<file path="src/hdl/cpc_pkg.sv">
// ============================================================================
// cpc_pkg: shared constants and types for the circle pixel counter
// Field widths, datapath widths of the shared compare-subtract unit, the
// register index codes and the result record passed to the output stage.
// ============================================================================
package cpc_pkg;

    // Radius bits that take part in the height computation
    localparam int RADIUS_BITS = 32;

    // Fixed field widths
    localparam int DATA_W    = 32;
    localparam int HEIGHT_W  = 33;
    localparam int CFG_IDX_W = 1;

    // Dividend of the modulo step: running sum plus one column height
    localparam int DV_W      = HEIGHT_W + 1;
    localparam int MOD_STEPS = DV_W;
    localparam int DBL_STEPS = 2;

    // Remainder register serves both the root and the modulo steps
    localparam int REM_W  = (RADIUS_BITS + 1 > DATA_W) ? RADIUS_BITS + 1 : DATA_W;
    localparam int CSUB_W = REM_W + 2;

    // Step counter holds the longest step count minus one
    localparam int CNT_W = $clog2(MOD_STEPS);

    // Register indexes
    localparam logic [CFG_IDX_W-1:0] REG_RADIUS  = 1'b0;
    localparam logic [CFG_IDX_W-1:0] REG_MODULUS = 1'b1;

    // One finished column
    typedef struct packed {
        logic [HEIGHT_W-1:0] height;
        logic [DATA_W-1:0]   total;
        logic                last;
    } cpc_result_t;

endpackage

</file>
<file path="src/hdl/cpc_csub.sv">
// ============================================================================
// cpc_csub: shared compare-subtract unit
// Gives a - b and whether a >= b. Used for the square root digit steps,
// the modulo reduction steps and the final doublings.
// ============================================================================
module cpc_csub (
    input  logic [cpc_pkg::CSUB_W-1:0] a,
    input  logic [cpc_pkg::CSUB_W-1:0] b,
    output logic                       ge,
    output logic [cpc_pkg::CSUB_W-1:0] diff
);
    import cpc_pkg::*;

    logic [CSUB_W:0] wide_diff;

    // One extra bit carries the borrow
    assign wide_diff = {1'b0, a} - {1'b0, b};
    assign ge        = ~wide_diff[CSUB_W];
    assign diff      = wide_diff[CSUB_W-1:0];

endmodule

</file>
<file path="src/hdl/cpc_seq.sv">
// ============================================================================
// cpc_seq: column height and running sum sequencer
// Takes one column at a time: squares difference via (r-x)(r+x), runs a
// two-bits-per-step integer square root, rounds up, then reduces the sum
// modulo k one bit per step and doubles twice for the 4*sum total.
// ============================================================================
module cpc_seq (
    input  logic                        clk,
    input  logic                        rst_n,
    input  logic                        in_valid,
    input  logic [cpc_pkg::DATA_W-1:0]  column_x,
    input  logic                        is_last,
    input  logic [cpc_pkg::DATA_W-1:0]  radius,
    input  logic [cpc_pkg::DATA_W-1:0]  modulus,
    output logic                        idle,
    output logic                        res_valid,
    input  logic                        res_ready,
    output cpc_pkg::cpc_result_t        res
);
    import cpc_pkg::*;

    localparam int RB = RADIUS_BITS;

    typedef enum logic [8:0] {
        ST_IDLE = 9'b000000001,
        ST_PREP = 9'b000000010,
        ST_MUL  = 9'b000000100,
        ST_SQRT = 9'b000001000,
        ST_CEIL = 9'b000010000,
        ST_ADD  = 9'b000100000,
        ST_MOD  = 9'b001000000,
        ST_DBL  = 9'b010000000,
        ST_DONE = 9'b100000000
    } state_t;

    state_t              state_reg, state_next;
    logic [DATA_W-1:0]   x_reg, x_next;
    logic                last_reg, last_next;
    logic [RB-1:0]       a_reg, a_next;
    logic [RB:0]         b_reg, b_next;
    logic [2*RB-1:0]     d_reg, d_next;
    logic [RB-1:0]       root_reg, root_next;
    logic [REM_W-1:0]    rem_reg, rem_next;
    logic [HEIGHT_W-1:0] h_reg, h_next;
    logic [DV_W-1:0]     dv_reg, dv_next;
    logic [DATA_W-1:0]   sum_reg, sum_next;
    logic [CNT_W-1:0]    cnt_reg, cnt_next;

    logic [DATA_W-1:0]   k;
    logic [RB-1:0]       r_eff;
    logic [2*RB:0]       prod;
    logic [CSUB_W-1:0]   op_a, op_b, op_diff;
    logic                op_ge;
    logic [REM_W-1:0]    step_rem;
    logic                in_fire, res_fire;

    // Effective modulus and radius
    assign k     = (modulus == '0) ? DATA_W'(1) : modulus;
    assign r_eff = radius[RB-1:0];

    assign in_fire  = in_valid && (state_reg == ST_IDLE);
    assign res_fire = res_valid && res_ready;

    // r*r - x*x as one product
    assign prod = {{(RB+1){1'b0}}, a_reg} * {{RB{1'b0}}, b_reg};

    // Operand select for the shared unit
    always_comb
    begin
        case (state_reg)
            ST_SQRT:
            begin
                op_a = {rem_reg, d_reg[2*RB-1 -: 2]};
                op_b = CSUB_W'({root_reg, 2'b01});
            end
            ST_MOD:
            begin
                op_a = CSUB_W'({rem_reg, dv_reg[DV_W-1]});
                op_b = CSUB_W'(k);
            end
            default:
            begin
                op_a = CSUB_W'({rem_reg, 1'b0});
                op_b = CSUB_W'(k);
            end
        endcase
    end

    cpc_csub u_csub (
        .a    (op_a),
        .b    (op_b),
        .ge   (op_ge),
        .diff (op_diff)
    );

    assign step_rem = op_ge ? op_diff[REM_W-1:0] : op_a[REM_W-1:0];

    // Sequencer
    always_comb
    begin
        state_next = state_reg;
        x_next     = x_reg;
        last_next  = last_reg;
        a_next     = a_reg;
        b_next     = b_reg;
        d_next     = d_reg;
        root_next  = root_reg;
        rem_next   = rem_reg;
        h_next     = h_reg;
        dv_next    = dv_reg;
        sum_next   = sum_reg;
        cnt_next   = cnt_reg;
        unique case (state_reg)
            ST_IDLE:
            begin
                if (in_fire)
                begin
                    x_next     = column_x;
                    last_next  = is_last;
                    state_next = ST_PREP;
                end
            end
            ST_PREP:
            begin
                // Column at or beyond the radius has no height
                if (x_reg >= DATA_W'(r_eff))
                begin
                    h_next     = '0;
                    state_next = ST_ADD;
                end
                else
                begin
                    a_next     = r_eff - x_reg[RB-1:0];
                    b_next     = {1'b0, r_eff} + {1'b0, x_reg[RB-1:0]};
                    state_next = ST_MUL;
                end
            end
            ST_MUL:
            begin
                d_next     = prod[2*RB-1:0];
                root_next  = '0;
                rem_next   = '0;
                cnt_next   = CNT_W'(RB - 1);
                state_next = ST_SQRT;
            end
            ST_SQRT:
            begin
                d_next    = {d_reg[2*RB-3:0], 2'b00};
                rem_next  = step_rem;
                root_next = {root_reg[RB-2:0], op_ge};
                cnt_next  = cnt_reg - 1'b1;
                if (cnt_reg == '0)
                begin
                    state_next = ST_CEIL;
                end
            end
            ST_CEIL:
            begin
                // Nonzero remainder means the root was not exact
                h_next     = HEIGHT_W'(root_reg) + HEIGHT_W'(rem_reg != '0);
                state_next = ST_ADD;
            end
            ST_ADD:
            begin
                dv_next    = DV_W'(sum_reg) + DV_W'(h_reg);
                rem_next   = '0;
                cnt_next   = CNT_W'(MOD_STEPS - 1);
                state_next = ST_MOD;
            end
            ST_MOD:
            begin
                dv_next  = {dv_reg[DV_W-2:0], 1'b0};
                rem_next = step_rem;
                cnt_next = cnt_reg - 1'b1;
                if (cnt_reg == '0)
                begin
                    sum_next   = step_rem[DATA_W-1:0];
                    cnt_next   = CNT_W'(DBL_STEPS - 1);
                    state_next = ST_DBL;
                end
            end
            ST_DBL:
            begin
                rem_next = step_rem;
                cnt_next = cnt_reg - 1'b1;
                if (cnt_reg == '0)
                begin
                    state_next = ST_DONE;
                end
            end
            ST_DONE:
            begin
                if (res_ready)
                begin
                    if (last_reg)
                    begin
                        sum_next = '0;
                    end
                    state_next = ST_IDLE;
                end
            end
            default:
            begin
                state_next = ST_IDLE;
            end
        endcase
    end

    // Control state
    always_ff @(posedge clk or negedge rst_n)
    begin
        if (!rst_n)
        begin
            state_reg <= ST_IDLE;
            sum_reg   <= '0;
        end
        else
        begin
            state_reg <= state_next;
            sum_reg   <= sum_next;
        end
    end

    // Datapath registers
    always_ff @(posedge clk)
    begin
        x_reg    <= x_next;
        last_reg <= last_next;
        a_reg    <= a_next;
        b_reg    <= b_next;
        d_reg    <= d_next;
        root_reg <= root_next;
        rem_reg  <= rem_next;
        h_reg    <= h_next;
        dv_reg   <= dv_next;
        cnt_reg  <= cnt_next;
    end

    assign idle       = (state_reg == ST_IDLE);
    assign res_valid  = (state_reg == ST_DONE);
    assign res.height = h_reg;
    assign res.total  = rem_reg[DATA_W-1:0];
    assign res.last   = last_reg;

`ifndef ASSERT_OFF
    // Reduced values stay below the modulus
    a_total_lt_k: assert property (@(posedge clk) disable iff (!rst_n)
        (state_reg == ST_DONE) |-> (rem_reg < REM_W'(k)))
        else $error("pixel total not reduced below modulus");

    a_sum_lt_k: assert property (@(posedge clk) disable iff (!rst_n)
        (state_reg == ST_DONE) |-> (sum_reg < k))
        else $error("running sum not reduced below modulus");

    // Rounded-up height never exceeds the radius range
    a_height_range: assert property (@(posedge clk) disable iff (!rst_n)
        (state_reg == ST_ADD) |-> (h_reg <= (HEIGHT_W'(1) << RB)))
        else $error("column height out of range");

    // Closing column clears the sum
    a_last_clears: assert property (@(posedge clk) disable iff (!rst_n)
        (res_fire && last_reg) |=> (sum_reg == '0))
        else $error("sum not cleared after last column");

    // A delivered result returns the sequencer to idle
    a_fire_idle: assert property (@(posedge clk) disable iff (!rst_n)
        res_fire |=> (state_reg == ST_IDLE))
        else $error("sequencer did not return to idle");
`endif

endmodule

</file>
<file path="src/hdl/circle_pixel_counter.sv">
// ============================================================================
// circle_pixel_counter: lattice pixel count of a circle, one column per item
// Configuration registers, input acceptance and the output register around
// the column sequencer.
// ============================================================================
// A column whose x lies inside the radius passes from its transfer through
// setup, multiply, 32 square root steps, round-up, add, 34 modulo steps and
// 2 doublings, then a hand-off to the output; the root, modulo and doubling
// steps go through one compare-subtract unit. A column at or beyond the
// radius skips the multiply and the root. One column is in work at a time;
// in_stall is high from the transfer until the result is handed to the
// output register, which holds it until taken so that the next column may
// start meanwhile. Configuration writes must go in only while no column is
// in work; the user must keep to this, the block does not enforce it.
module circle_pixel_counter (
    input  logic                           clk,
    input  logic                           rst_n,
    input  logic                           cfg_we,
    input  logic [cpc_pkg::CFG_IDX_W-1:0]  cfg_index,
    input  logic [cpc_pkg::DATA_W-1:0]     cfg_data,
    input  logic                           in_valid,
    output logic                           in_stall,
    input  logic [cpc_pkg::DATA_W-1:0]     column_x,
    input  logic                           is_last,
    output logic                           out_valid,
    input  logic                           out_stall,
    output logic [cpc_pkg::HEIGHT_W-1:0]   column_height,
    output logic [cpc_pkg::DATA_W-1:0]     pixel_total,
    output logic                           final_result
);
    import cpc_pkg::*;

    logic [DATA_W-1:0] radius_reg, radius_next;
    logic [DATA_W-1:0] modulus_reg, modulus_next;
    logic              out_valid_reg, out_valid_next;
    cpc_result_t       out_reg, out_next;
    cpc_result_t       seq_res;
    logic              seq_idle, seq_valid, seq_ready;

    // Register writes
    always_comb
    begin
        radius_next  = radius_reg;
        modulus_next = modulus_reg;
        if (cfg_we)
        begin
            unique case (cfg_index)
                REG_RADIUS:  radius_next  = cfg_data;
                REG_MODULUS: modulus_next = cfg_data;
                default:     ;
            endcase
        end
    end

    cpc_seq u_seq (
        .clk       (clk),
        .rst_n     (rst_n),
        .in_valid  (in_valid),
        .column_x  (column_x),
        .is_last   (is_last),
        .radius    (radius_reg),
        .modulus   (modulus_reg),
        .idle      (seq_idle),
        .res_valid (seq_valid),
        .res_ready (seq_ready),
        .res       (seq_res)
    );

    assign in_stall = ~seq_idle;

    // Output register: loads when empty or being emptied
    assign seq_ready = ~out_valid_reg | ~out_stall;

    always_comb
    begin
        out_valid_next = out_valid_reg;
        out_next       = out_reg;
        if (seq_valid && seq_ready)
        begin
            out_valid_next = 1'b1;
            out_next       = seq_res;
        end
        else if (out_valid_reg && !out_stall)
        begin
            out_valid_next = 1'b0;
        end
    end

    always_ff @(posedge clk or negedge rst_n)
    begin
        if (!rst_n)
        begin
            radius_reg    <= '0;
            modulus_reg   <= DATA_W'(1);
            out_valid_reg <= 1'b0;
        end
        else
        begin
            radius_reg    <= radius_next;
            modulus_reg   <= modulus_next;
            out_valid_reg <= out_valid_next;
        end
    end

    always_ff @(posedge clk)
    begin
        out_reg <= out_next;
    end

    assign out_valid     = out_valid_reg;
    assign column_height = out_reg.height;
    assign pixel_total   = out_reg.total;
    assign final_result  = out_reg.last;

endmodule
</file>
<file path="config.mk">
export PLATFORM = sky130hd
export DESIGN_NAME = circle_pixel_counter
export DESIGN_NICKNAME = d
export VERILOG_FILES = /design/src/hdl/cpc_pkg.sv /design/src/hdl/cpc_csub.sv /design/src/hdl/cpc_seq.sv /design/src/hdl/circle_pixel_counter.sv
export SDC_FILE = /design/constraint.sdc
export NUM_CORES = 2
export LEC_CHECK = 0
export BUFFER_PORTS_ARGS = -buffer_cell sky130_fd_sc_hd__buf_2
export CORE_ASPECT_RATIO = 1.75
export CORE_MARGIN = 2
export CORE_UTILIZATION = 45
export CTS_CLUSTER_SIZE = 10
export DETAILED_ROUTE_END_ITERATION = 8
export GPL_ROUTABILITY_DRIVEN = 0
export GPL_TIMING_DRIVEN = 0
export MAX_ROUTING_LAYER = met4
export PLACE_DENSITY_LB_ADDON = 0.12
export SETUP_SLACK_MARGIN = 0.1
export SYNTH_ARGS = -nofsm -noshare
export SYNTH_HDL_FRONTEND = slang
export SYNTH_HIERARCHICAL = 1
export SYNTH_SLANG_ARGS = --single-unit
</file>
<file path="constraint.sdc">
create_clock -name clk -period 10 [get_ports clk]
set_input_delay 2 -clock clk [delete_from_list [all_inputs] [get_ports clk]]
set_output_delay 2 -clock clk [all_outputs]
set_load 0.01 [all_outputs]
</file>
==> results list <==
- The run finished with clean final reports.
- On the worst path, the slowest cell contributes a delay of 0.96 ns.
- The initial utilization of the core area, before any placement, comes to 45.4%.
- Crit-path max FO: 10
* Footprint of the flip-flops and latches: 0.0136 sq mm
- Maximum capacitance violations: 0
- Synthesis produced 6059 cells.
- For this run, the number of Yosys warnings is 6.
- Sink Count: 471
- The floorplan step defined a die boundary enclosing 0.134 sq mm.
* Worst hold path cell count: 0
- Of the cells placed in the final design, the portion with a size suffix greater than 1 is 6.69%.
- On the critical path, the stage with the largest delay is an instance of fa_1.
- Critical Setup Path Class: register to register
- Broken down by cell family, the worst path's largest delay share belongs to adder cells.
- Half-perimeter wire length after placement: 185 mm
* Setup TNS: 0 ns
* P&R area growth vs syn: 8.24%
- In this design, the critical path's most frequently occurring cell is fa_1.
* Placed Instance Area: 0.0620 sq mm
- STA classifies the critical path startpoint as a register.
* First-pass GRT wire length: 325 mm
* Via count of the first global-routing pass: 48400
- For this block, the initial DRC count from the detailed router was 3617.
- Setup violation total in the final timing report: 0
- H-tree level count: 2
- Traced cell by cell, the critical path runs through clkdlybuf4s15_1 -> and2_1 -> fa_1 -> fa_1 -> fa_1 -> fa_1 -> fa_1 -> fa_1 -> fa_1 -> inv_1 -> fa_1 -> inv_1 -> ha_1 -> a21oi_1 -> o21bai_1 -> a21oi_1 -> o2111ai_1 -> o2111ai_2 -> nand2_2 -> a221oi_4 -> o31ai_2 -> a41oi_1 -> xor2_1 -> o21ai_1.
- Class of the most critical hold timing path: register to register
* Number of primary I/O pins: 139
- OpenSTA, run right after detailed placement, puts the worst setup slack at 0.471 ns.
- Critical path required time: 10.37 ns
- Mean instance size in the synthesized netlist: 9.74 sq um
- Layout filler cell count: 12600
- Tmin final: 9.67 ns
- Number of DRC violations after detailed routing: 0
- For this block, the via count after detailed routing is 45400.
- Clock Skew: 0.0950 ns
- After clock tree synthesis, the flow added hold-fix buffers numbering 0.
- Final clock period utilization by the worst path: 96.7%
- The number of buffers and inverters on the critical path is 3.
- Number of hold violations in the final report: 0
- CP arrival: 10.05 ns
- Global routing used 35.3% of the available tracks.
- At the end of the flow, the number of nets in the layout was 7658.
* Cell at the root of the clock tree: clkbuf_16
- Multi-input combinational cell area: 0.0401 sq mm
- Setup repair after global routing missed its margin: false
- Clock-pin slew was measured on the worst setup and hold paths at 0.07 ns.
- Synthesized area: 0.0590 sq mm
- Via-to-Cell Ratio: 5.66
- The number of nets handed over by synthesis was 7452.
- Number of flip-flops under the largest register name: 64
* Transition at the pin with the smallest max-transition slack: 1.39 ns
- Non-filler instance count after layout: 8018
* Total number of placement rows: 175
- Post-DR wirelength/cell: 28.3 microns
- Slew Limit Headroom: 7.52%
- Buffers inserted during clock tree synthesis total 55.
- STA classifies the critical path endpoint as a register.
* Endpoint of the worst-slack reg-to-reg timing path: u_seq/d_reg[57]
* IO buf count: 138
* Total gr overflow: 0
* Die Ht: 483 microns
- In this run the register-to-register setup slack is 0.33 ns.
* Final design area excluding fillers: 0.0639 sq mm
* Beginning of the worst hold path: u_seq/h_reg[25]
* Highest Clock Rate: 103 MHz
- Sum of routed wire length over all layers: 227 mm
- Maximum number of buffers from clock root to sink: 3
* Drt pass-1 iters: 8
- Hold worst-path end: column_height[25]
* Clock tree from TritonCTS: built
* Cells on worst reg2reg path: 24
* Maximum number of pins on one net before global-route repair: 80
- Floorplan Core Area: 0.130 sq mm
- Routed Antenna Nets: 0
* Die outline width: 278 microns
- Counting tap cells, the placed design contains a total of 7886 instances.
- The number of antenna violations at the first check in global routing is 26.
- Skew-Pair Late Insertion Delay: 0.70 ns
- Setup slack closes at 0.327 ns.
* RR Startpoint: u_seq/a_reg[31]
- The number of max-slew violations in the final report was 0.
==> cells in the final DEF, fill, tap and decap left out, drive strengths merged, types with 5 or more instances in the layout <==
master / instances
or3: 9
edfxtp: 365
o2111ai: 9
nor2b: 29
xor2: 86
nand3: 47
o21ai: 158
nand2b: 33
o21bai: 35
a221oi: 6
diode: 25
and2: 528
or2: 8
mux2i: 33
o31a: 6
buf: 205
nand2: 894
a31o: 7
inv: 1046
a31oi: 21
xnor2: 123
o211ai: 11
nor4: 21
and3: 19
dfrtp: 104
a211oi: 13
nor2: 224
mux2: 65
nor3: 33
a21oi: 222
fa: 929
nand4: 25
o31ai: 16
ha: 393
a21o: 104
clkinv: 5
o21a: 21
clkbuf: 372
==> worst max-delay path by stage <==
stage                    startpoint              end  cells past startpoint
finish              u_seq/a_reg[31]  u_seq/d_reg[57]                     24
global route        u_seq/a_reg[31]  u_seq/d_reg[63]                     24
CTS                 u_seq/b_reg[13]  u_seq/d_reg[56]                     24
detailed placement  u_seq/b_reg[13]  u_seq/d_reg[56]                     24
global placement     u_seq/x_reg[0]   u_seq/h_reg[9]                     14
floorplan            u_seq/a_reg[2]  u_seq/d_reg[57]                     27
==> through the flow <==
stage          util (%)  hold slack (ns)
6_report           49.1            0.470
5_1_grt            49.1            0.506
4_1_cts            49.0            0.469
3_5_place_dp       47.7            0.474
3_3_place_gp       47.5            0.471
2_1_floorplan         -            0.433
==> per-layer routing <==
layer  vias up  share of wire, %  global-route usage (%)
met5         -                 0                       -
met4         0                13                    35.1
met3       987               6.3                    6.58
met2      2146                50                    59.7
met1     22900                31                    33.0
li1      19400                 -                       -
==> repair_timing <==
| item | CTS | global route |
|---|---|---|
| gates resized for setup | 0 | 33 |
| buffers inserted | 0 | 2 |
| setup endpoints to repair | 0 | 6 |
==> area by class of cell <==
cell class	count	area share, %
Buffer	335	2.32
Timing Repair Buffer	149	1.44
Tap cell	1681	3.29
Clock inverter	7	0.180
Sequential cell	471	21.3
Multi-Input combinational cell	4207	62.7
Antenna cell	25	0.0979
Inverter	1046	6.15
Clock buffer	97	2.48
Power is not shown: default switching activity piles up to over one toggle a cycle in this logic, so the estimate is an artifact.
